[src/hw/rtl/mcr_pkg.sv]
// Shared constants and types of the midpoint circle rasterizer.
// No dependencies.
package mcr_pkg;

    localparam int SCREEN_WIDTH  = 128;
    localparam int SCREEN_HEIGHT = 160;
    localparam int MAX_RADIUS    = 63;

    localparam int RADIUS_W   = 6;
    localparam int COLOR_W    = 16;
    localparam int CX_W       = 7;
    localparam int CY_W       = 8;
    localparam int SLOTS      = 8;
    localparam int SLOT_W     = 8;
    localparam int PACK_W     = SLOTS * SLOT_W;
    // Position counters must hold values up to MAX_RADIUS (63).
    localparam int POS_W      = 7;
    // Signed coordinates: center up to 255 plus or minus the radius.
    localparam int COORD_W    = 10;
    localparam int ERR_W      = 12;

    localparam int CFG_INDEX_W = 2;
    localparam int CFG_DATA_W  = 8;

    localparam logic [CFG_INDEX_W-1:0] REG_CENTER_X = 2'd0;
    localparam logic [CFG_INDEX_W-1:0] REG_CENTER_Y = 2'd1;

    localparam logic [CX_W-1:0] CENTER_X_RESET = 7'd63;
    localparam logic [CY_W-1:0] CENTER_Y_RESET = 8'd96;

    typedef struct packed {
        logic load;
        logic step;
    } mcr_cmd_t;

    typedef struct packed {
        logic last;
    } mcr_status_t;

endpackage

[src/hw/rtl/mcr_req_if.sv]
// Request channel interface of the circle rasterizer.
// Depends on mcr_pkg.
interface mcr_req_if;
    logic                         valid;
    logic                         ready;
    logic [mcr_pkg::RADIUS_W-1:0] radius;
    logic [mcr_pkg::COLOR_W-1:0]  color;

    modport source (output valid, output radius, output color, input ready);
    modport sink   (input valid, input radius, input color, output ready);
endinterface

[src/hw/rtl/mcr_res_if.sv]
// Result channel interface of the circle rasterizer.
// Depends on mcr_pkg.
interface mcr_res_if;
    logic                        valid;
    logic                        ready;
    logic [mcr_pkg::PACK_W-1:0]  x_packed;
    logic [mcr_pkg::PACK_W-1:0]  y_packed;
    logic [mcr_pkg::SLOTS-1:0]   on_screen_mask;
    logic [mcr_pkg::COLOR_W-1:0] pixel_color;
    logic                        last;

    modport source (output valid, output x_packed, output y_packed, output on_screen_mask,
                    output pixel_color, output last, input ready);
    modport sink   (input valid, input x_packed, input y_packed, input on_screen_mask,
                    input pixel_color, input last, output ready);
endinterface

[src/hw/rtl/mcr_datapath.sv]
// Datapath: center registers, midpoint loop state and the result register.
// Depends on mcr_pkg.
module mcr_datapath
(
    input  logic                             clk,
    input  logic                             rst_n,
    input  logic                             cfg_we,
    input  logic [mcr_pkg::CFG_INDEX_W-1:0]  cfg_index,
    input  logic [mcr_pkg::CFG_DATA_W-1:0]   cfg_data,
    input  logic [mcr_pkg::RADIUS_W-1:0]     radius,
    input  logic [mcr_pkg::COLOR_W-1:0]      color,
    input  mcr_pkg::mcr_cmd_t                cmd,
    output mcr_pkg::mcr_status_t             status,
    output logic [mcr_pkg::PACK_W-1:0]       x_packed,
    output logic [mcr_pkg::PACK_W-1:0]       y_packed,
    output logic [mcr_pkg::SLOTS-1:0]        on_screen_mask,
    output logic [mcr_pkg::COLOR_W-1:0]      pixel_color,
    output logic                             last
);

    logic [mcr_pkg::CX_W-1:0]          center_x_reg;
    logic [mcr_pkg::CY_W-1:0]          center_y_reg;
    logic [mcr_pkg::POS_W-1:0]         x_reg, x_next;
    logic [mcr_pkg::POS_W-1:0]         y_reg, y_next;
    logic signed [mcr_pkg::ERR_W-1:0]  err_reg, err_next;
    logic [mcr_pkg::COLOR_W-1:0]       color_reg;
    logic [mcr_pkg::PACK_W-1:0]        xp_reg, xp_next;
    logic [mcr_pkg::PACK_W-1:0]        yp_reg, yp_next;
    logic [mcr_pkg::SLOTS-1:0]         mask_reg, mask_next;
    logic [mcr_pkg::COLOR_W-1:0]       pcolor_reg;
    logic                              last_reg, last_next;

    logic [mcr_pkg::POS_W-1:0]         r_sat;
    logic signed [mcr_pkg::COORD_W-1:0] cxs, cys, xs, ys;
    logic signed [mcr_pkg::COORD_W-1:0] px [mcr_pkg::SLOTS];
    logic signed [mcr_pkg::COORD_W-1:0] py [mcr_pkg::SLOTS];
    logic signed [mcr_pkg::COORD_W-1:0] lim_w, lim_h;
    logic signed [mcr_pkg::ERR_W-1:0]  xe, ye1, e1, xn_e;
    logic                              dec;

    // Center registers.
    always_ff @(posedge clk or negedge rst_n)
    begin
        if (!rst_n)
        begin
            center_x_reg <= mcr_pkg::CENTER_X_RESET;
            center_y_reg <= mcr_pkg::CENTER_Y_RESET;
        end
        else if (cfg_we)
        begin
            unique case (cfg_index)
                mcr_pkg::REG_CENTER_X: center_x_reg <= cfg_data[mcr_pkg::CX_W-1:0];
                mcr_pkg::REG_CENTER_Y: center_y_reg <= cfg_data[mcr_pkg::CY_W-1:0];
                default: ;
            endcase
        end
    end

    always_comb
    begin
        if (mcr_pkg::POS_W'(radius) > mcr_pkg::POS_W'(mcr_pkg::MAX_RADIUS))
            r_sat = mcr_pkg::POS_W'(mcr_pkg::MAX_RADIUS);
        else
            r_sat = mcr_pkg::POS_W'(radius);
    end

    // Eight mirrored pixels of the current iteration.
    always_comb
    begin
        cxs   = $signed({{(mcr_pkg::COORD_W-mcr_pkg::CX_W){1'b0}}, center_x_reg});
        cys   = $signed({{(mcr_pkg::COORD_W-mcr_pkg::CY_W){1'b0}}, center_y_reg});
        xs    = $signed({{(mcr_pkg::COORD_W-mcr_pkg::POS_W){1'b0}}, x_reg});
        ys    = $signed({{(mcr_pkg::COORD_W-mcr_pkg::POS_W){1'b0}}, y_reg});
        lim_w = $signed(mcr_pkg::COORD_W'(mcr_pkg::SCREEN_WIDTH));
        lim_h = $signed(mcr_pkg::COORD_W'(mcr_pkg::SCREEN_HEIGHT));

        px[0] = cxs + xs; py[0] = cys + ys;
        px[1] = cxs + ys; py[1] = cys + xs;
        px[2] = cxs - ys; py[2] = cys + xs;
        px[3] = cxs - xs; py[3] = cys + ys;
        px[4] = cxs - xs; py[4] = cys - ys;
        px[5] = cxs - ys; py[5] = cys - xs;
        px[6] = cxs + ys; py[6] = cys - xs;
        px[7] = cxs + xs; py[7] = cys - ys;

        for (int i = 0; i < mcr_pkg::SLOTS; i++)
        begin
            xp_next[mcr_pkg::SLOT_W*i +: mcr_pkg::SLOT_W] = px[i][mcr_pkg::SLOT_W-1:0];
            yp_next[mcr_pkg::SLOT_W*i +: mcr_pkg::SLOT_W] = py[i][mcr_pkg::SLOT_W-1:0];
            mask_next[i] = (px[i] >= 0) && (px[i] < lim_w) && (py[i] >= 0) && (py[i] < lim_h);
        end
    end

    // One midpoint step. The decision 2(err - x) + 1 > 0 reduces to err >= x.
    always_comb
    begin
        xe   = $signed({{(mcr_pkg::ERR_W-mcr_pkg::POS_W){1'b0}}, x_reg});
        ye1  = $signed({{(mcr_pkg::ERR_W-mcr_pkg::POS_W){1'b0}}, y_reg})
               + mcr_pkg::ERR_W'(1);
        e1   = err_reg + ye1 + ye1 + mcr_pkg::ERR_W'(1);
        dec  = (e1 >= xe);
        xn_e = dec ? (xe - mcr_pkg::ERR_W'(1)) : xe;

        err_next  = dec ? (e1 + mcr_pkg::ERR_W'(3) - xe - xe) : e1;
        x_next    = xn_e[mcr_pkg::POS_W-1:0];
        y_next    = ye1[mcr_pkg::POS_W-1:0];
        // Signed compare: a zero radius takes x below zero.
        last_next = (xn_e < ye1);
    end

    always_ff @(posedge clk)
    begin
        if (cmd.load)
        begin
            x_reg     <= r_sat;
            y_reg     <= '0;
            err_reg   <= '0;
            color_reg <= color;
        end
        else if (cmd.step)
        begin
            x_reg   <= x_next;
            y_reg   <= y_next;
            err_reg <= err_next;
        end

        if (cmd.step)
        begin
            xp_reg     <= xp_next;
            yp_reg     <= yp_next;
            mask_reg   <= mask_next;
            pcolor_reg <= color_reg;
            last_reg   <= last_next;
        end
    end

    assign status.last    = last_next;
    assign x_packed       = xp_reg;
    assign y_packed       = yp_reg;
    assign on_screen_mask = mask_reg;
    assign pixel_color    = pcolor_reg;
    assign last           = last_reg;

endmodule

[src/hw/rtl/mcr_controller.sv]
// Controller: request handshake, iteration sequencing and result valid.
// Depends on mcr_pkg.
module mcr_controller
(
    input  logic                  clk,
    input  logic                  rst_n,
    input  logic                  req_valid,
    output logic                  req_ready,
    output logic                  res_valid,
    input  logic                  res_ready,
    output mcr_pkg::mcr_cmd_t     cmd,
    input  mcr_pkg::mcr_status_t  status
);

    localparam logic ST_IDLE = 1'b0;
    localparam logic ST_RUN  = 1'b1;

    logic state_reg, state_next;
    logic out_valid_reg, out_valid_next;

    always_comb
    begin
        state_next     = state_reg;
        out_valid_next = out_valid_reg && !res_ready;
        cmd.load       = 1'b0;
        cmd.step       = 1'b0;

        unique case (state_reg)
            ST_IDLE:
            begin
                cmd.load = req_valid;
                if (req_valid)
                    state_next = ST_RUN;
            end
            ST_RUN:
            begin
                // An iteration moves into the result register once it is free.
                if (!out_valid_reg || res_ready)
                begin
                    cmd.step       = 1'b1;
                    out_valid_next = 1'b1;
                    if (status.last)
                        state_next = ST_IDLE;
                end
            end
            default:
            begin
                state_next = ST_IDLE;
            end
        endcase
    end

    always_ff @(posedge clk or negedge rst_n)
    begin
        if (!rst_n)
        begin
            state_reg     <= ST_IDLE;
            out_valid_reg <= 1'b0;
        end
        else
        begin
            state_reg     <= state_next;
            out_valid_reg <= out_valid_next;
        end
    end

    assign req_ready = (state_reg == ST_IDLE);
    assign res_valid = out_valid_reg;

endmodule

[src/hw/rtl/midpoint_circle_rasterizer.sv]
// Midpoint circle rasterizer. An accepted request is loaded into the loop state registers;
// results then go to the result register, one per cycle while the sink takes them, one
// iteration of the datapath's midpoint step each. A radius r gives about 0.71*r + 1 results
// (45 for r = 63); no new request is taken until the last result of one is registered.
// Reset: center goes to (63, 96), the block idles ready for a request, no result pending.
module midpoint_circle_rasterizer
(
    input  logic                            clk,
    input  logic                            rst_n,
    input  logic                            cfg_we,
    input  logic [mcr_pkg::CFG_INDEX_W-1:0] cfg_index,
    input  logic [mcr_pkg::CFG_DATA_W-1:0]  cfg_data,
    mcr_req_if.sink                         req,
    mcr_res_if.source                       res
);

    mcr_pkg::mcr_cmd_t    cmd;
    mcr_pkg::mcr_status_t status;

    mcr_controller u_ctrl
    (
        .clk       (clk),
        .rst_n     (rst_n),
        .req_valid (req.valid),
        .req_ready (req.ready),
        .res_valid (res.valid),
        .res_ready (res.ready),
        .cmd       (cmd),
        .status    (status)
    );

    mcr_datapath u_dp
    (
        .clk            (clk),
        .rst_n          (rst_n),
        .cfg_we         (cfg_we),
        .cfg_index      (cfg_index),
        .cfg_data       (cfg_data),
        .radius         (req.radius),
        .color          (req.color),
        .cmd            (cmd),
        .status         (status),
        .x_packed       (res.x_packed),
        .y_packed       (res.y_packed),
        .on_screen_mask (res.on_screen_mask),
        .pixel_color    (res.pixel_color),
        .last           (res.last)
    );

endmodule

[src/flat_wrapper.sv]
// flat-port wrapper written by rule: the top's interface ports become plain ports
module midpoint_circle_rasterizer_flat 
  (clk, rst_n, cfg_we, cfg_index, cfg_data, req_valid, req_radius, req_color, req_ready, res_valid, res_x_packed, res_y_packed, res_on_screen_mask, res_pixel_color, res_last, res_ready);
  mcr_req_if req_i ();
  mcr_res_if res_i ();
  input  logic clk;
  input  logic rst_n;
  input  logic cfg_we;
  input  logic [mcr_pkg::CFG_INDEX_W-1:0] cfg_index;
  input  logic [mcr_pkg::CFG_DATA_W-1:0] cfg_data;
  input wire logic [$bits(req_i.valid)-1:0] req_valid;
  input wire logic [$bits(req_i.radius)-1:0] req_radius;
  input wire logic [$bits(req_i.color)-1:0] req_color;
  output wire logic [$bits(req_i.ready)-1:0] req_ready;
  output wire logic [$bits(res_i.valid)-1:0] res_valid;
  output wire logic [$bits(res_i.x_packed)-1:0] res_x_packed;
  output wire logic [$bits(res_i.y_packed)-1:0] res_y_packed;
  output wire logic [$bits(res_i.on_screen_mask)-1:0] res_on_screen_mask;
  output wire logic [$bits(res_i.pixel_color)-1:0] res_pixel_color;
  output wire logic [$bits(res_i.last)-1:0] res_last;
  input wire logic [$bits(res_i.ready)-1:0] res_ready;
  assign req_i.valid = req_valid;
  assign req_i.radius = req_radius;
  assign req_i.color = req_color;
  assign req_ready = req_i.ready;
  assign res_valid = res_i.valid;
  assign res_x_packed = res_i.x_packed;
  assign res_y_packed = res_i.y_packed;
  assign res_on_screen_mask = res_i.on_screen_mask;
  assign res_pixel_color = res_i.pixel_color;
  assign res_last = res_i.last;
  assign res_i.ready = res_ready;
  midpoint_circle_rasterizer u_core (.clk(clk), .rst_n(rst_n), .cfg_we(cfg_we), .cfg_index(cfg_index), .cfg_data(cfg_data), .req(req_i), .res(res_i));
endmodule
[config.mk]
export PLATFORM = sky130hd
export DESIGN_NAME = midpoint_circle_rasterizer_flat
export DESIGN_NICKNAME = d
export VERILOG_FILES = /design/src/hw/rtl/mcr_pkg.sv /design/src/hw/rtl/mcr_req_if.sv /design/src/hw/rtl/mcr_res_if.sv /design/src/hw/rtl/mcr_datapath.sv /design/src/hw/rtl/mcr_controller.sv /design/src/hw/rtl/midpoint_circle_rasterizer.sv /design/src/flat_wrapper.sv
export SDC_FILE = /design/constraint.sdc
export NUM_CORES = 1
export LEC_CHECK = 0
export BUFFER_PORTS_ARGS = -buffer_cell sky130_fd_sc_hd__buf_2
export CORE_MARGIN = 3
export CORE_UTILIZATION = 45
export CTS_CLUSTER_DIAMETER = 60
export DETAILED_ROUTE_END_ITERATION = 6
export GPL_ROUTABILITY_DRIVEN = 1
export PLACE_DENSITY = 0.78
export SYNTH_ARGS = -nofsm -noshare
export SYNTH_HDL_FRONTEND = slang
export SYNTH_SLANG_ARGS = --single-unit
[constraint.sdc]
create_clock -name clk -period 8 [get_ports clk]
set_input_delay 0.8 -clock clk [delete_from_list [all_inputs] [get_ports clk]]
set_output_delay 0.8 -clock clk [all_outputs]
set_load 0.05 [all_outputs]
* Word-level counts from Yosys, hierarchy flattened
Cells that the tools add are included.
** Word-level totals
- Register bits after elaboration :: 212
- Input bits :: 37
- Output and inout bits :: 155
- Word-level logic and storage cells :: 91
** Operators by class
- $add $sub $neg :: 16
- $lt $le $gt $ge :: 18
- Equality and inequality tests :: 1
- Multiplexer cells :: 13
- Bitwise logic cells :: 1
- Reduce and logical (&&, ||, !) cells :: 28
** Operators with widths (count)
- $ge 9x1->1 const B :: 4
- $ge 8x1->1 const B :: 4
- $add 12x9->12 :: 2
- $mux 12 :: 2
- $sub 12x8->12 :: 2
- $logic_and 1x1->1 :: 21
- $add 8x7->9 :: 2
- $lt 8x9->1 const B :: 2
- $lt 9x8->1 const B :: 2
- $lt 9x9->1 const B :: 2
- $sub 8x7->9 :: 2
- $add 7x7->8 :: 2
- $lt 8x8->1 const B :: 2
- $sub 7x7->8 :: 2
- $add 12x2->12 const B :: 1
- $add 12x3->12 const B :: 1
- $ge 12x8->1 :: 1
- $lt 12x9->1 :: 1
- $mux 6 :: 2
- $add 7x1->8 const B :: 1
- $mux 1 :: 8
- $sub 7x1->8 const B :: 1
- $reduce_and 2->1 :: 2
- $eq 2x1->1 const B :: 1
- other kinds (6) :: 7

* Logic depth before layout (Yosys ltp)
Gate-level depths: netlist of the first run.
- Depth in word-level cells :: 10
- Mapped depth :: 28
- Gate-level depth less buffers :: 28

* Modules after synthesis
Synthesis of the first run repeated with hierarchy kept, for this count alone.
** Second synthesis, totals
- Cells, all modules :: 842
- Area total of the unflattened synthesis :: 9185.1 um^2
** By module, submodules not included
- mcr_datapath :: times used 1, cells each 833, area each 9090.0 um^2, sequential area each 3998.8 um^2
- mcr_controller :: times used 1, cells each 9, area each 95.1 um^2, sequential area each 50.0 um^2

* Worst setup path after synthesis of the first run
Ideal clock, no wire load.
- Path kind :: register to register
- Start point :: reg u_core.u_dp.y_reg[0] in the netlist's numbering
- End point :: reg u_core.u_ctrl.state_reg
- Setup time :: 0.276 ns
- Data arrival time :: 5.400 ns
- Required time :: 7.724 ns
- Path slack :: 2.324 ns
- Cell stages (with the launch flop) :: 27
- Buffers on the path :: 0
- Clock period less this slack :: 5.676 ns
- Path through :: dfxtp_1 > ha_1 > nand3_1 > xnor2_1 > inv_1 > ha_1 > or3_1 > o221a_2 > o22a_1 > nand2_1 > xnor2_1 > ha_1 > nand4_1 > or3_1 > a22oi_2 > nor3_2 > or3_4 > or3_1 > nand2_1 > ha_1 > a21o_1 > a21o_1 > a21oi_1 > nand4_1 > mux2_2 > o311ai_2 > a21oi_1
** Between the ends
- Longest elaborated chain between the ends :: 10
** RTL lines
- from (decl) :: line mcr_datapath.sv:24 : logic [mcr_pkg::POS_W-1:0] y_reg, y_next;
- from (signal assigned) :: line mcr_datapath.sv:123 : y_reg <= y_next;
- $add 7x1->8 * :: line mcr_datapath.sv:99 : + mcr_pkg::ERR_W'(1);
- via u_core.u_dp.ye1, one bit :: line mcr_datapath.sv:38 : logic signed [mcr_pkg::ERR_W-1:0] xe, ye1, e1, xn_e;
- $add 12x9->12 (2 in a row) :: line mcr_datapath.sv:100 : e1 = err_reg + ye1 + ye1 + mcr_pkg::ERR_W'(1);
- $add 12x2->12 :: line mcr_datapath.sv:100
- $ge 12x8->1 :: line mcr_datapath.sv:101 : dec = (e1 >= xe);
- $mux 12 :: line mcr_datapath.sv:102 : xn_e = dec ? (xe - mcr_pkg::ERR_W'(1)) : xe;
- $lt 12x9->1 * :: line mcr_datapath.sv:108 : last_next = (xn_e < ye1);
- via u_core.status :: line midpoint_circle_rasterizer.sv:18 : mcr_pkg::mcr_status_t status;
- $mux 1 * :: line mcr_controller.sv:42 : if (status.last)
- $mux 1 * :: line mcr_controller.sv:38 : if (!out_valid_reg || res_ready)
- $pmux 1 s2 * :: line mcr_controller.sv:28 : unique case (state_reg)
- via u_core.u_ctrl.state_next :: line mcr_controller.sv:18 : logic state_reg, state_next;
- to (signal assigned) :: line mcr_controller.sv:62 : state_reg <= state_next;
- to (decl) :: line mcr_controller.sv:18
The timed path passes the listed nets; every way through them passes the cells marked *.
A chain may end at the register's enable or synchronous reset.

* Worst setup path after layout of the first run
Ends and elaborated chain as after synthesis.

==> impl_summary.md, run 1 <==
Worst setup path
The number of cells on the worst reg-to-reg path is 29. The worst setup path is launched from a flop. On the critical path, the stage with the largest delay is an instance of sky130_fd_sc_hd__dfxtp_1.

By startpoint and endpoint, the worst setup path is classified as reg -> reg. The worst flop-to-flop path endpoint is u_core.u_ctrl.state_reg$_DFF_PN0_. The longest individual stage delay on the worst path is 0.61 ns. STA classifies the critical path endpoint as a flop.

In this run the critical register-to-register path is launched from u_core.u_dp.y_reg[0]$_SDFFE_PP0P_. Tracing the worst setup path back leads to its startpoint at u_core.u_dp.y_reg[0]$_SDFFE_PP0P_. The cell repeated most along the worst path is sky130_fd_sc_hd__ha_1. The critical path ends at u_core.u_ctrl.state_reg$_DFF_PN0_.

At the worst endpoint, the arrival time is 6.60 ns. The register-to-register setup slack is 1.69 ns. STA puts the critical path data required time at ~8.3 ns.

The top fanout value on the critical path is 23.

Clock network
The cell at the root of the clock tree is sky130_fd_sc_hd__clkbuf_16. Buffers inserted to repair hold after CTS numbered 0. The post-cts resize count is 0. The total setup buffers inserted after CTS is 0.

TritonCTS built the clock tree. The clock passes through at most 2 buffers. The clock-pin slew of the registers on the worst-case setup and hold paths is 0.06 ns. The later-pin clock latency in the skew report is 0.43 ns. The H-tree generated during clock tree synthesis spans 4 levels. Clock tree synthesis found a total of 144 sinks.

Clock tree synthesis inserted a total of 17 buffers.

Min path
In this run the worst hold path is classified as in -> async.

Route
The first-iteration detailed-routing DRC count is approximately 370. For this run, design rule violations remaining after detail routing come to 0. The final route contains 6,507 vias.

For this block, wires on met1 add up to 8810 µm. The detailed-route wire length is 20,700 µm. Detailed routing placed a total of around 10,000 µm of wire on met2.

Dividing the detail-routed via count by the number of cells gives 5.15. The uppermost layer routed is met5. The routed length per instance is 16.4 µm. The met3 layer wire length in the routed design is slightly above 1000 µm. In this run the remaining antenna-violating nets after routing total 0. The first TritonRoute pass finished after 5 iterations.

Finish
The sequential cell area is about 0.004 mm². Compared with the post-synthesis result, the final layout area differs by 14.7%. The library cells used most frequently in the layout, excluding fill and tap cells, are sky130_fd_sc_hd__buf_2, sky130_fd_sc_hd__edfxtp_1, sky130_fd_sc_hd__ha_1. The post-route standard cell area excluding fillers is ~0.010 mm². The total of fill cells in the finished design is 1,716. The net total in the final layout is 1,132. Of the cells placed in the final design, the portion with a size suffix greater than 1 is 0.266. The number of antenna repair diodes is 0. The multi-input combinational cells in the finished layout cover a total of 0.00424 mm². Leaving out fill and tap cells, the most frequent cell in the layout is sky130_fd_sc_hd__buf_2. Measured on the finished design, the core utilization comes to 0.532.

Logic synthesis
The netlist uses between 60 and 70 different library cells. Counting flops and latches in the post-synthesis netlist gives 144. The mean instance size in the synthesized netlist is 10.7 µm².

The proportion of netlist area held by the largest area contributor is 0.351. The count of flip-flops with a built-in enable after synthesis is 107. The number of nets in the synthesized netlist is 1,000.

The post-synth design cell area is 0.00915 mm². The share of synthesized area spent on multiplexers is 0.0228. The leading area contributor after synthesis is sky130_fd_sc_hd__edfxtp_1.

The synthesized instance count is about 850. The sequential element share of the synthesized area is 0.443. The fraction of registers with async set or reset after synthesis is 0.118. The dominant combinational cell family by area after synthesis is adder cells. Ranked by total cell area, the synthesized netlist is headed by sky130_fd_sc_hd__edfxtp_1, sky130_fd_sc_hd__ha_1, sky130_fd_sc_hd__buf_4. The most used flip-flop cell after synthesis is sky130_fd_sc_hd__edfxtp_1. The area share of fa/ha/maj cells after synthesis is 0.160. The synthesized-area fraction occupied by ao, oa, aoi and oai cells is 0.122. The yosys synthesis warning count is 0. Of the total synthesized cell area, the portion taken by XOR and XNOR cells is 0.0661. Of the total synthesized cell area, the portion taken by AND, OR, NAND and NOR gates is 0.0929.

Timing
In this run the tightest slew margin relative to its limit is 0.437. Setup total negative slack on the finished layout was measured at 0 ns. For the finished layout, the period the worst path requires is 6.31 ns. The count of endpoints failing hold in the final timing report was 0.

Hold is met by 0.317 ns. The maximum clock rate is 0.158 GHz. The final-report max-slew violation count is 0.

Setup repair after global routing left no endpoint under its margin. The final critical-path share of the clock period is 0.789. The number of setup violations in the final report is 0. For the pin with the worst max-slew slack, the measured transition is 0.844 ns. On the final layout, the worst clock skew is 0.00808 ns.

Placed design
The placed instances occupy a cell area of 0.00990 mm². After legalization and detailed placement, the total HPWL measured 16,200 µm. The final weighted congestion in routability-driven placement is 0.904. Input and output buffers added on the ports amount to 191.

Die
The die outline height is 149 µm. For this configuration, the core starts out at a cell density of 0.464. The number of primary I/O pins is 192. The floorplan step defined a die boundary enclosing between 0.02 and 0.025 mm². The area of the placeable core is just under 0.02 mm².

The floorplan has a little over 50 rows. The horizontal die dimension is 149 µm.

Global routing
The number of global-route vias before repair is 6,347. The final global-route overflow total is 0. The first global-routing pass estimated 32,400 µm of wire. The largest net degree at the start of global routing is 72. The number of antenna violations at the first check in global routing is 1. In the global route stage, overall resource usage came out at 0.188.

Outcome
The flow ran to the end, and the final reports show no timing, DRC or antenna violations.

Flow run
The tool flagged a number of max-cap violations equal to 0.
==> worst max-delay path: cells and delay by family (launching register included) <==
kind                     cells  cell delay (ns)
XOR/XNOR                     2             0.38
AO/OA/AOI/OAI               11             1.95
adder cells (fa/ha/maj)      4             0.90
flip-flops                   1             0.61
AND/OR/NAND/NOR              9             1.58
multiplexers                 1             0.30
buffers and inverters        2             0.43
==> cells in the mapped netlist, drive strengths merged, types with 3 or more instances <==
master / count
or3: 6
a21o: 14
or2: 4
nor3: 9
fa: 10
dfxtp: 20
o22ai: 4
nor2: 64
ha: 100
nor2b: 8
dfrtp: 9
nand4: 6
mux2: 15
nand3: 13
nor4: 3
edfxtp: 107
and3: 5
xor2: 23
o21a: 6
xnor2: 46
o21bai: 18
a21oi: 59
nand2b: 9
o21ai: 42
nand2: 33
o31ai: 4
o211ai: 5
clkbuf: 11
buf: 71
mux2i: 4
a211oi: 5
a31oi: 5
inv: 78
dfstp: 8
==> area by class of cell <==
class	instances	area share
Clock buffer	18	0.0409
Clock inverter	14	0.0157
Inverter	78	0.0280
Multi-Input combinational cell	549	0.404
Sequential cell	144	0.386
Tap cell	265	0.0316
Timing Repair Buffer	195	0.0940
==> metal layers <==
metal / up-vias / GRT usage
met5: - / 0
met4: 2 / 0.0619
met3: 34 / 0.0399
met2: 187 / 0.333
met1: 3086 / 0.229
li1: 3198 / -
==> per-stage QoR <==
step	std cells	setup WS, ns
floorplan	853	2.32
global placement	1231	1.97
detailed placement	1231	1.77
CTS	1263	1.74
global route	1263	1.20
finish	1263	1.69
==> logic make-up (layout without fill, tap and decap cells) <==
family,count (synthesis),count (layout)
compound gates,178,178
xor+xnor,69,69
fa+ha+maj,111,111
buf+inv,160,305
flops,144,144
mux,19,19
simple gates,172,172
==> how the worst min path moves through the flow <==
stage	to	cells past startpoint
floorplan	u_core.u_dp.pixel_color[0]$_DFFE_PP_	0
global placement	u_core.u_dp.pixel_color[4]$_DFFE_PP_	0
detailed placement	u_core.u_dp.pixel_color[10]$_DFFE_PP_	0
CTS	u_core.u_dp.center_y_reg[2]$_DFFE_PN0P_	1
global route	u_core.u_dp.center_y_reg[0]$_DFFE_PN0P_	1
finish	u_core.u_dp.center_y_reg[0]$_DFFE_PN0P_	1
Power of run 1 is left out: the tool's default activity adds up to more than one toggle a clock period on the data nets, which glitch-free logic cannot reach.
==> run 2, diff against run 1 <==
Settings changed: PLACE_DENSITY 0.78 to 0.8.
Clock period 8 ns to 5.2 ns, I/O delays scaled along.
==> impl_summary.md, run 2 (synthesized netlist as in run 1, its figures left out) <==
Outcome
The flow ran to the end, but the final reports show violations. The final reports fail on setup timing.

Min path
The kind of path behind the tightest hold check is in -> async.

Timing
The smallest clock period supported by the final layout is computed as 5.40 ns. Setup repair after global routing could not meet its margin everywhere. The worst pin sits at a relative slew slack of 0.458. The number of setup violations in the final report is 2. The final-report max-slew violation count is 0. The least setup slack across all paths after layout is -0.197 ns. The final sum of negative setup slack is -0.323 ns. The count of endpoints failing hold in the final timing report was 0. Derived from the worst setup path, the maximum achievable clock frequency is 0.185 GHz. The transition time at the pin with the least slew margin is 0.811 ns. Between clock sinks in the finished design, the worst skew comes to 0.00777 ns. The final critical-path share of the clock period is 1.04.

Worst setup path
Of all nets on the critical path, the largest fanout is 4. The largest single stage delay on the critical path is 0.36 ns. The critical setup path kind is reg -> reg.

STA classifies the critical path endpoint as a flop. The required time at the endpoint of the critical path is 5.48 ns. The slowest stage of the critical path is the sky130_fd_sc_hd__dfxtp_4 cell. The data arrival time of the worst path is 5.67 ns. The kind of start point of the critical path is a flop.

Global routing
The total overflow left after global routing is 0. The global-route wire length before repair is 34,300 µm. Entering global routing, the biggest net connects between 60 and 70 pins.

The number of antenna violations at the first check in global routing was 0. The number of global-route vias before repair is 6,826. For this run, the total global-route usage over all layers was measured as 0.200.

Die
The number of primary I/O pins is around 190. Row generation in the floorplan step produced between 50 and 60 rows. The area of the die is about 0.022 mm². The effective utilization at floorplan is 0.464.

The horizontal die dimension is 149 µm. The area of the placeable core is 0.0197 mm². The die is 149 µm tall.

Finish
The net total in the final layout is 1,200. The leading cell type in the layout, fill and taps excluded is sky130_fd_sc_hd__buf_2. The fraction of layout instances using a drive strength above 1 is 0.339.

The layout overhead on the synthesized area is 22.2%. The number of antenna repair diodes is 0. The filler-free cell count of the finished design is around 1.3k. The post-layout utilization of the core is 0.567. The library cells used most frequently in the layout, excluding fill and tap cells, are sky130_fd_sc_hd__buf_2, sky130_fd_sc_hd__edfxtp_1, sky130_fd_sc_hd__ha_1.

Placed design
Once placement completed, the tool counted placed cells totaling around 1.3k. Input and output buffers added on the ports amount to ~190. Once detailed placement completed, the half-perimeter wirelength came to 16,600 µm. The worst slack at placement is -0.278 ns. The final weighted congestion in routability-driven placement is 0.933.

Clock network
The cts-stage hold buffer count is 0. The number of clock sinks is 144. Clock tree synthesis selected as its root buffer the cell sky130_fd_sc_hd__clkbuf_16. TritonCTS built the clock tree.

The deepest level of the CTS H-tree is 4. At the later pin of the worst-skew pair, clock insertion delay measures 0.43 ns. Buffers inserted during clock tree synthesis total 17.

After clock tree synthesis, the clock-pin slew on the worst setup and hold paths is 0.06 ns. The worst-case clock buffer depth is 2.

Route
In the routed layout, each cell is associated on average with a via count of around 5.2. After detailed routing, the number of remaining DRC violations is 0. The first-iteration detailed-routing DRC count is 525. The routed length per instance is 16.8 µm. The number of search-and-repair iterations in the first detailed-routing pass is 7. In this run the remaining antenna-violating nets after routing total 0.

The routed layout has ~7.0k vias. After detailed routing, the total wire length is 22,400 µm.

Flow run
The number of max-capacitance violations reported is 0.
run 2: worst paths after layout:
kind | start | to | slack, ns | cells past startpoint
min | rst_n | u_core.u_dp.center_y_reg[1]$_DFFE_PN0P_ | 0.03 | 1
max | u_core.u_dp.y_reg[0]$_SDFFE_PP0P_ | u_core.u_ctrl.state_reg$_DFF_PN0_ | -0.20 | 29
min in group clk | req_color[5] | u_core.u_dp.color_reg[5]$_DFFE_PP_ | 0.26 | 1
min reg2reg | u_core.u_dp.color_reg[14]$_DFFE_PP_ | u_core.u_dp.pixel_color[14]$_DFFE_PP_ | 0.42 | 0
max in group asynchronous | rst_n | u_core.u_dp.center_y_reg[6]$_DFFE_PN1P_ | 4.83 | 1
max reg2reg | u_core.u_dp.y_reg[0]$_SDFFE_PP0P_ | u_core.u_ctrl.state_reg$_DFF_PN0_ | -0.20 | 29
run 2: through the flow:
step                hold WS, ns  cell area [µm²]
global placement          0.400            10400
finish                   0.0269            11200
global route             0.0427            11200
floorplan                 0.224             9200
CTS                      0.0256            11100
detailed placement        0.405            10400
run 2: layout make-up:
class	instances	area, µm²
well taps	265	332
clock inverters	14	141
flip-flops and latches	144	4060
multi-input cells	549	4430
clock buffers	18	429
repair buffers	263	1500
inverters	78	294
fillers	1619	8540
run 2: repair_timing:
action	in CTS	in global routing
pin swaps	6	7
endpoints found under the setup margin	2	2
resized for setup	14	15
endpoints found under the hold margin	0	0
buffers inserted	7	2
cloned	0	0
run 2: routing by layer:
metal	up-vias	routed length (µm)	global-route usage
met2	273	11700	0.372
met1	3307	8590	0.223
met5	-	0	0
met4	0	674	0.0785
met3	48	1390	0.0399
li1	3328	-	-
run 2: worst max-delay path, delay by kind of cell, from the launching register on:
kind	cells	cell delay, ns
fa+ha+maj	3	0.58
compound gates	11	1.80
flops	1	0.36
simple gates	10	1.67
mux	1	0.31
buf+inv	2	0.22
xor+xnor	2	0.30
Power of run 2 is left out for the same reason.
